==> src/rtl/tdr_pkg.sv <==
// Shared types and constants for the torus dimension-order route generator.
// No dependencies; imported by every module of the block.
package tdr_pkg;

  localparam int MAX_ROWS_DEF = 16;
  localparam int MAX_COLS_DEF = 16;
  localparam int COORD_W      = 4;
  localparam int COUNT_W      = 5;
  localparam int HOP_CNT_W    = 5;
  localparam int HOP_LIMIT    = 30;
  localparam int COORD_SPAN   = 16;   // reach of a 4-bit coordinate
  localparam int CFG_IDX_W    = 1;
  localparam int CFG_DATA_W   = 5;

  localparam logic [CFG_IDX_W-1:0] CFG_GRID_ROWS = 1'd0;
  localparam logic [CFG_IDX_W-1:0] CFG_GRID_COLS = 1'd1;

  localparam logic [COUNT_W-1:0] GRID_ROWS_RST = 5'd10;
  localparam logic [COUNT_W-1:0] GRID_COLS_RST = 5'd12;

  typedef enum logic [1:0] {
    DIR_EAST  = 2'd0,
    DIR_SOUTH = 2'd1,
    DIR_NORTH = 2'd2,
    DIR_WEST  = 2'd3
  } dir_t;

  typedef enum logic [1:0] {
    ST_IDLE,
    ST_WALK,
    ST_FIX
  } walk_state_t;

  typedef struct packed {
    logic               func;
    logic [COORD_W-1:0] start_row;
    logic [COORD_W-1:0] start_col;
    logic [COORD_W-1:0] end_row;
    logic [COORD_W-1:0] end_col;
  } route_req_t;

  typedef struct packed {
    logic [COORD_W-1:0] hop_row;
    logic [COORD_W-1:0] hop_col;
    dir_t               link_dir;
    logic               last_hop;
  } hop_t;

  // effective grid size after capping
  typedef struct packed {
    logic [COUNT_W-1:0] rows;
    logic [COUNT_W-1:0] cols;
  } grid_t;

  // request to the shared add / wrap unit
  typedef struct packed {
    logic [COUNT_W-1:0] operand;
    logic [COUNT_W-1:0] addend;
    logic [COUNT_W-1:0] count;
  } step_req_t;

  typedef struct packed {
    logic [COUNT_W-1:0] value;
    logic               in_range;
  } step_rsp_t;

endpackage

==> src/rtl/torus_dimension_order_route.sv <==
// Top level of the torus dimension-order route generator: config registers
// and the route walker. Depends on tdr_pkg, tdr_walk_ctrl and tdr_mod_step.
//
// Usage:
//   Input channel (in_valid / in_ready / in_data) takes one route request word:
//   network, start tile, end tile. Output channel (out_valid / out_ready /
//   out_data) gives one word per hop: the tile the hop leaves, the link
//   direction, and last_hop set on the final word of the route.
//   Grid size is set through the write port (cfg_we / cfg_index / cfg_data):
//   index 0 rows, index 1 columns. The user must write it only while the
//   block is idle; the block itself does not enforce this.
//   Hop words come from the shared add/wrap unit at one per cycle while the
//   receiver is ready and no wrap fix-up is pending. When the first step
//   along an axis starts from a coordinate outside the grid, each subtraction
//   of the count beyond the first takes its own pass through the fix-up state
//   before that hop word shows. Empty routes (start equals end, or end outside
//   the grid) give no words.
//   in_ready is high only while no route is being walked.
//   A stalled receiver freezes the walker; the pending word holds in the
//   output register and nothing is dropped.
//   Reset: rows 10, columns 12, walker idle, no output word pending.
module torus_dimension_order_route import tdr_pkg::*; #(
  parameter int MAX_ROWS = MAX_ROWS_DEF,
  parameter int MAX_COLS = MAX_COLS_DEF
) (
  input  logic                  clk,
  input  logic                  rst,
  input  logic                  cfg_we,
  input  logic [CFG_IDX_W-1:0]  cfg_index,
  input  logic [CFG_DATA_W-1:0] cfg_data,
  input  logic                  in_valid,
  output logic                  in_ready,
  input  route_req_t            in_data,
  output logic                  out_valid,
  input  logic                  out_ready,
  output hop_t                  out_data
);

  // grid counts are capped by the build limit and the 4-bit coordinate reach
  localparam logic [COUNT_W-1:0] ROW_CAP =
    COUNT_W'((MAX_ROWS < COORD_SPAN) ? MAX_ROWS : COORD_SPAN);
  localparam logic [COUNT_W-1:0] COL_CAP =
    COUNT_W'((MAX_COLS < COORD_SPAN) ? MAX_COLS : COORD_SPAN);

  logic [COUNT_W-1:0] grid_rows, grid_cols;
  grid_t              grid;

  always_ff @(posedge clk) begin
    if (rst) begin
      grid_rows <= GRID_ROWS_RST;
      grid_cols <= GRID_COLS_RST;
    end else if (cfg_we) begin
      case (cfg_index)
        CFG_GRID_ROWS: grid_rows <= cfg_data;
        CFG_GRID_COLS: grid_cols <= cfg_data;
        default: ;
      endcase
    end
  end

  // zero count puts every end tile outside, so all routes come out empty
  assign grid.rows = (grid_rows < ROW_CAP) ? grid_rows : ROW_CAP;
  assign grid.cols = (grid_cols < COL_CAP) ? grid_cols : COL_CAP;

  tdr_walk_ctrl u_walk (
    .clk       (clk),
    .rst       (rst),
    .grid      (grid),
    .in_valid  (in_valid),
    .in_ready  (in_ready),
    .in_data   (in_data),
    .out_valid (out_valid),
    .out_ready (out_ready),
    .out_data  (out_data)
  );

endmodule

==> src/rtl/tdr_mod_step.sv <==
// Shared wrap unit: one add, then one conditional subtract of the count.
// Depends on tdr_pkg.
module tdr_mod_step import tdr_pkg::*; (
  input  step_req_t req,
  output step_rsp_t rsp
);

  logic [COUNT_W-1:0] sum;
  logic [COUNT_W-1:0] wrapped;

  // operand + addend never exceeds 30, so no carry out
  assign sum     = req.operand + req.addend;
  assign wrapped = (sum >= req.count) ? (sum - req.count) : sum;

  assign rsp.value    = wrapped;
  assign rsp.in_range = (wrapped < req.count);

endmodule

==> src/rtl/tdr_walk_ctrl.sv <==
// Route walker: sequencer, walker position, hop counter and output word register.
// Depends on tdr_pkg and tdr_mod_step.
module tdr_walk_ctrl import tdr_pkg::*; (
  input  logic       clk,
  input  logic       rst,
  input  grid_t      grid,
  input  logic       in_valid,
  output logic       in_ready,
  input  route_req_t in_data,
  output logic       out_valid,
  input  logic       out_ready,
  output hop_t       out_data
);

  walk_state_t state, state_next;

  logic [COUNT_W-1:0]   pos_row, pos_col;
  logic [COORD_W-1:0]   tgt_row, tgt_col;
  logic                 net;
  logic                 fix_row;
  logic [HOP_CNT_W-1:0] hop_cnt;

  step_req_t step_req;
  step_rsp_t step_rsp;

  logic accept, req_live;
  logic row_done, col_done, step_row;
  logic slot_free, last, arrive;
  logic walk_go, fix_go, show;
  logic [COUNT_W-1:0]   count_sel, new_row, new_col;
  logic [HOP_CNT_W-1:0] cnt_after;
  dir_t                 dir;

  tdr_mod_step u_step (
    .req (step_req),
    .rsp (step_rsp)
  );

  assign accept   = in_valid && in_ready;
  assign req_live = ({1'b0, in_data.end_row} < grid.rows) &&
                    ({1'b0, in_data.end_col} < grid.cols) &&
                    !((in_data.start_row == in_data.end_row) &&
                      (in_data.start_col == in_data.end_col));

  assign row_done  = (pos_row == {1'b0, tgt_row});
  assign col_done  = (pos_col == {1'b0, tgt_col});
  // net 0: east, then south. net 1: north, then west.
  assign step_row  = net ? !row_done : col_done;
  assign count_sel = step_row ? grid.rows : grid.cols;
  assign slot_free = !out_valid || out_ready;

  always_comb begin
    case ({net, step_row})
      2'b00:   dir = DIR_EAST;
      2'b01:   dir = DIR_SOUTH;
      2'b11:   dir = DIR_NORTH;
      default: dir = DIR_WEST;
    endcase
  end

  // shared unit operands
  always_comb begin
    if (state == ST_FIX) begin
      step_req.operand = fix_row ? pos_row : pos_col;
      step_req.addend  = '0;
      step_req.count   = fix_row ? grid.rows : grid.cols;
    end else begin
      step_req.operand = step_row ? pos_row : pos_col;
      step_req.addend  = net ? (count_sel - COUNT_W'(1)) : COUNT_W'(1);
      step_req.count   = count_sel;
    end
  end

  always_comb begin
    in_ready = (state == ST_IDLE);
    walk_go  = (state == ST_WALK) && slot_free;
    fix_go   = (state == ST_FIX);
    new_row  = pos_row;
    new_col  = pos_col;
    if ((walk_go && step_row) || (fix_go && fix_row)) begin
      new_row = step_rsp.value;
    end
    if ((walk_go && !step_row) || (fix_go && !fix_row)) begin
      new_col = step_rsp.value;
    end
    cnt_after = walk_go ? (hop_cnt + HOP_CNT_W'(1)) : hop_cnt;
    arrive    = (new_row == {1'b0, tgt_row}) && (new_col == {1'b0, tgt_col});
    last      = arrive || (cnt_after == HOP_CNT_W'(HOP_LIMIT));
    show      = (walk_go || fix_go) && step_rsp.in_range;
  end

  always_comb begin
    state_next = state;
    case (state)
      ST_IDLE: begin
        if (accept && req_live) state_next = ST_WALK;
      end
      ST_WALK: begin
        if (slot_free) begin
          if (!step_rsp.in_range) state_next = ST_FIX;
          else if (last)          state_next = ST_IDLE;
        end
      end
      ST_FIX: begin
        if (step_rsp.in_range) state_next = last ? ST_IDLE : ST_WALK;
      end
      default: state_next = ST_IDLE;
    endcase
  end

  always_ff @(posedge clk) begin
    if (rst) begin
      state     <= ST_IDLE;
      out_valid <= 1'b0;
      hop_cnt   <= '0;
    end else begin
      state <= state_next;
      if (show) begin
        out_valid <= 1'b1;
      end else if (out_ready) begin
        out_valid <= 1'b0;
      end
      if (accept) begin
        hop_cnt <= '0;
      end else begin
        hop_cnt <= cnt_after;
      end
    end
  end

  always_ff @(posedge clk) begin
    if (accept) begin
      net     <= in_data.func;
      pos_row <= {1'b0, in_data.start_row};
      pos_col <= {1'b0, in_data.start_col};
      tgt_row <= in_data.end_row;
      tgt_col <= in_data.end_col;
    end else if (walk_go || fix_go) begin
      pos_row <= new_row;
      pos_col <= new_col;
    end
    if (walk_go) begin
      fix_row           <= step_row;
      out_data.hop_row  <= pos_row[COORD_W-1:0];
      out_data.hop_col  <= pos_col[COORD_W-1:0];
      out_data.link_dir <= dir;
      out_data.last_hop <= last;
    end else if (fix_go && step_rsp.in_range) begin
      out_data.last_hop <= last;
    end
  end

  // word held for wrap fix-up is never shown early
  a_fix_hidden: assert property (@(posedge clk) disable iff (rst)
    (state == ST_FIX) |-> !out_valid)
    else $error("output shown while hop still wrapping");

  // walker never sits on its target
  a_walk_moves: assert property (@(posedge clk) disable iff (rst)
    (state == ST_WALK) |-> !(row_done && col_done))
    else $error("walker active at target");

  // empty routes leave the block idle
  a_empty_route: assert property (@(posedge clk) disable iff (rst)
    (accept && !req_live) |=> (state == ST_IDLE) && !$rose(out_valid))
    else $error("empty route produced activity");

  a_hop_bound: assert property (@(posedge clk) disable iff (rst)
    hop_cnt <= HOP_CNT_W'(HOP_LIMIT))
    else $error("hop count past limit");

endmodule

==> config.mk <==
export PLATFORM = sky130hd
export DESIGN_NAME = torus_dimension_order_route
export DESIGN_NICKNAME = d
export VERILOG_FILES = /design/src/rtl/tdr_pkg.sv /design/src/rtl/torus_dimension_order_route.sv /design/src/rtl/tdr_mod_step.sv /design/src/rtl/tdr_walk_ctrl.sv
export SDC_FILE = /design/constraint.sdc
export NUM_CORES = 1
export LEC_CHECK = 0
export BUFFER_PORTS_ARGS = -buffer_cell sky130_fd_sc_hd__buf_2
export CORE_ASPECT_RATIO = 0.7
export CORE_MARGIN = 2
export CORE_UTILIZATION = 57
export DETAILED_ROUTE_END_ITERATION = 10
export PLACE_DENSITY = 0.85
export SLEW_MARGIN = 10
export SYNTH_ARGS = -nofsm -noshare
export SYNTH_HDL_FRONTEND = slang
export SYNTH_SLANG_ARGS = --single-unit
==> constraint.sdc <==
create_clock -name clk -period 7.5 [get_ports clk]
set_input_delay 2.25 -clock clk [delete_from_list [all_inputs] [get_ports clk]]
set_output_delay 2.25 -clock clk [all_outputs]
set_load 0.02 [all_outputs]
==> flow_metrics.env <==
export IMPL_antenna_found_initial=0
export IMPL_nets=455
export IMPL_htree_levels=2
export IMPL_period_needed_ns=6.48
export IMPL_synthesis_area_um2=3420
export IMPL_track_usage_pct=29.4
export IMPL_ctsHoldBuffers=0
export IMPL_overflow=0
export IMPL_dp_hpwl_um=6900
export IMPL_rsz0062_at_grt="no"
export IMPL_antenna_cells=0
export IMPL_reg2reg_depth=26
export IMPL_yosysWarnings=0
export IMPL_fmax_ghz=0.154
export IMPL_ys_flop_type="edfxtp_1"
export IMPL_clockBufferDepth=2
export IMPL_drtIter0Drc=352
export IMPL_cp_data_required_time_ns=7.54
export IMPL_finalSetupViolations=0
export IMPL_place_inst=470
export IMPL_cts_setup_buffers=0
export IMPL_clockRootBuffer="clkbuf_8"
export IMPL_hold_viol_final=0
export IMPL_numCtsBuffers=5
export IMPL_hp_class="reg -> reg"
export IMPL_synthArstFlopShare_pct=0
export IMPL_layoutNonFillerInstCount=478
export IMPL_vias_per_cell=6.26
export IMPL_skew_ns=0.00633
export IMPL_critPathSlowestCell="mux2i_2"
export IMPL_clk_pin_slew_ns=0.10
export IMPL_yosysUniqueCellTypes=55
export IMPL_drc=0
export IMPL_fillers=504
export IMPL_worst_path_buf_inv=3
export IMPL_hp_start="grid_cols[1]$_SDFFE_PP0P_"
export IMPL_start_kind="flop"
export IMPL_die_area_um2=6640
export IMPL_grt_pass1_vias=2749
export IMPL_ys_seq_elements=49
export IMPL_synth_nets=416
export IMPL_synth_top_area_share_pct=25.5
export IMPL_drt_wirelength_per_cell_um=18.8
export IMPL_syn_area_per_cell_um2=9.41
export IMPL_holdPathStages=2
export IMPL_detail_route_antenna_nets=0
export IMPL_synth_most_common_cell="nor2_1"
export IMPL_rr_startpoint="u_walk.pos_col[1]$_DFFE_PP_"
export IMPL_drive_gt1_share_pct=18.4
export IMPL_clk_latency_ns=0.31
export IMPL_finalCritPeriodShare_pct=86.4
export IMPL_post_cts_resized=0
export IMPL_cts_tree="yes"
export IMPL_end_kind="flop"
export IMPL_tns_ns=0
export IMPL_rows=23
export IMPL_drv_cap=0
export IMPL_synth_area_top_cells="edfxtp_1 (25%), dfxtp_1 (12%), ha_1 (8.4%), xnor2_1 (4.6%), nor2_1 (4.0%)"
export IMPL_core_um2=5760
export IMPL_crit_fanout=13
export IMPL_ioPinCount=41
export IMPL_dr_pass1_iters=8
export IMPL_crit_family="simple AND/OR/NAND/NOR gates"
export IMPL_hold_end="grid_cols[1]$_SDFFE_PP0P_"
export IMPL_fp_dieW_um=96.5
export IMPL_worstPathArrival_ns=6.52
export IMPL_gp_congestion=1.00
export IMPL_rrSetupSlack_ns=1.02
export IMPL_status="finished clean"
export IMPL_max_stage_delay_ns=0.65
export IMPL_synthToLayoutAreaGrowth_pct=10.4
export IMPL_yosys_area_top_type="edfxtp_1"
export IMPL_grt_pass1_wl_um=14100
export IMPL_worst_pin_slew_ns=1.02
export IMPL_die_h_um=68.8
export IMPL_whs_ns=0.479
export IMPL_cpMostUsedCell="nand2_1"
export IMPL_drt_wl_total_um=8990
export IMPL_synth_common_cells="nor2_1 (36), edfxtp_1 (29), nand2_1 (28)"
export IMPL_drv_slew=0
export IMPL_reg2reg_to="u_walk.out_data[0]$_DFFE_PP_"
export IMPL_ys_seq_area_share_pct=37.2
export IMPL_synth_edff_count=29
export IMPL_initial_utilization_pct=59.4
export IMPL_synthCells=363
export IMPL_cts_sinks=49
export IMPL_io_buffers=40
export IMPL_critPathKind="reg -> reg"
export IMPL_relSlewSlack_pct=32.1
export IMPL_grt_max_degree=23
export IMPL_vias=2993
## state kept, by name (all words and copies together), names as in the netlist
name and flops:
grid_cols 5, grid_rows 5, u_walk.fix_row 1, u_walk.hop_cnt 5, u_walk.net 1, u_walk.out_data 11, u_walk.out_valid 1, u_walk.pos_col 5
u_walk.pos_row 5, u_walk.state 2, u_walk.tgt_col 4, u_walk.tgt_row 4
## cell usage in the layout, fill, tap and decap left out, types with 3 or more instances in the layout
cell type and count:
xor2_1 14, dfxtp_1 20, o21a_1 4, ha_1 23, a211o_1 5, mux2i_1 10
nand2b_1 14, a21oi_1 21, buf_2 40, edfxtp_1 29, or3_1 3, clkbuf_8 5
and3_1 4, nand3_1 13, nand4_1 3, nor3_1 3, xnor2_1 18, o22ai_1 3
inv_1 20, o21ai_0 25, nor2_1 36, a22oi_1 3, nand2_1 28, o2111ai_1 3
mux2_2 8, a21o_1 6, a31oi_1 4
## routing by layer
| metal | wire length [um] | vias up | GRT usage (%) |
|---|---|---|---|
| li1 | - | 1385 | - |
| met2 | 3800 | 190 | 44.3 |
| met5 | 0 | - | 0 |
| met3 | 1130 | 39 | 7.83 |
| met4 | 323 | 0 | 10.9 |
| met1 | 3730 | 1379 | 40.6 |
## per-stage QoR
stage | setup slack (ns) | instance area (um^2) | util [%]
final | 1.02 | 3770 | 65.5
after detailed placement | 1.28 | 3680 | 63.9
after floorplan | 1.81 | 3420 | -
after global placement | 1.57 | 3680 | 63.9
after global routing | 0.598 | 3770 | 65.5
after CTS | 1.17 | 3770 | 65.5
## cell families after synthesis
family	share of synthesized area, %
compound gates	18.5
xor+xnor	8.68
fa+ha+maj	9.59
buf+inv	3.52
flops	37.2
mux	5.97
simple gates	16.5
## worst max-delay path by stage
stage	from	end	slack, ns	cells after the start
detailed placement	u_walk.pos_col[1]$_DFFE_PP_	u_walk.out_data[0]$_DFFE_PP_	1.28	25
global route	u_walk.pos_col[1]$_DFFE_PP_	u_walk.out_data[0]$_DFFE_PP_	0.60	25
finish	u_walk.pos_col[1]$_DFFE_PP_	u_walk.out_data[0]$_DFFE_PP_	1.02	26
global placement	u_walk.pos_row[3]$_DFFE_PP_	u_walk.out_data[0]$_DFFE_PP_	1.57	26
CTS	u_walk.pos_col[1]$_DFFE_PP_	u_walk.out_data[0]$_DFFE_PP_	1.17	26
floorplan	u_walk.pos_row[3]$_DFFE_PP_	u_walk.out_data[0]$_DFFE_PP_	1.81	26
## cell type report
class	instances	area [um^2]	share of cell area, %
Timing Repair Buffer	41	208	5.51
Tap cell	75	93.8	2.49
Clock inverter	3	26.3	0.697
Sequential cell	49	1270	33.7
Inverter	21	78.8	2.09
Clock buffer	5	68.8	1.82
Multi-Input combinational cell	284	2030	53.7
## worst min-delay path, delay by kind of cell (launching register included)
family	cells	cell delay [ns]
AO/OA/AOI/OAI	1	0.06
flip-flops	1	0.32
AND/OR/NAND/NOR	1	0.06
Power is not shown: default switching activity piles up to over one toggle a cycle in this logic, so the estimate is an artifact.
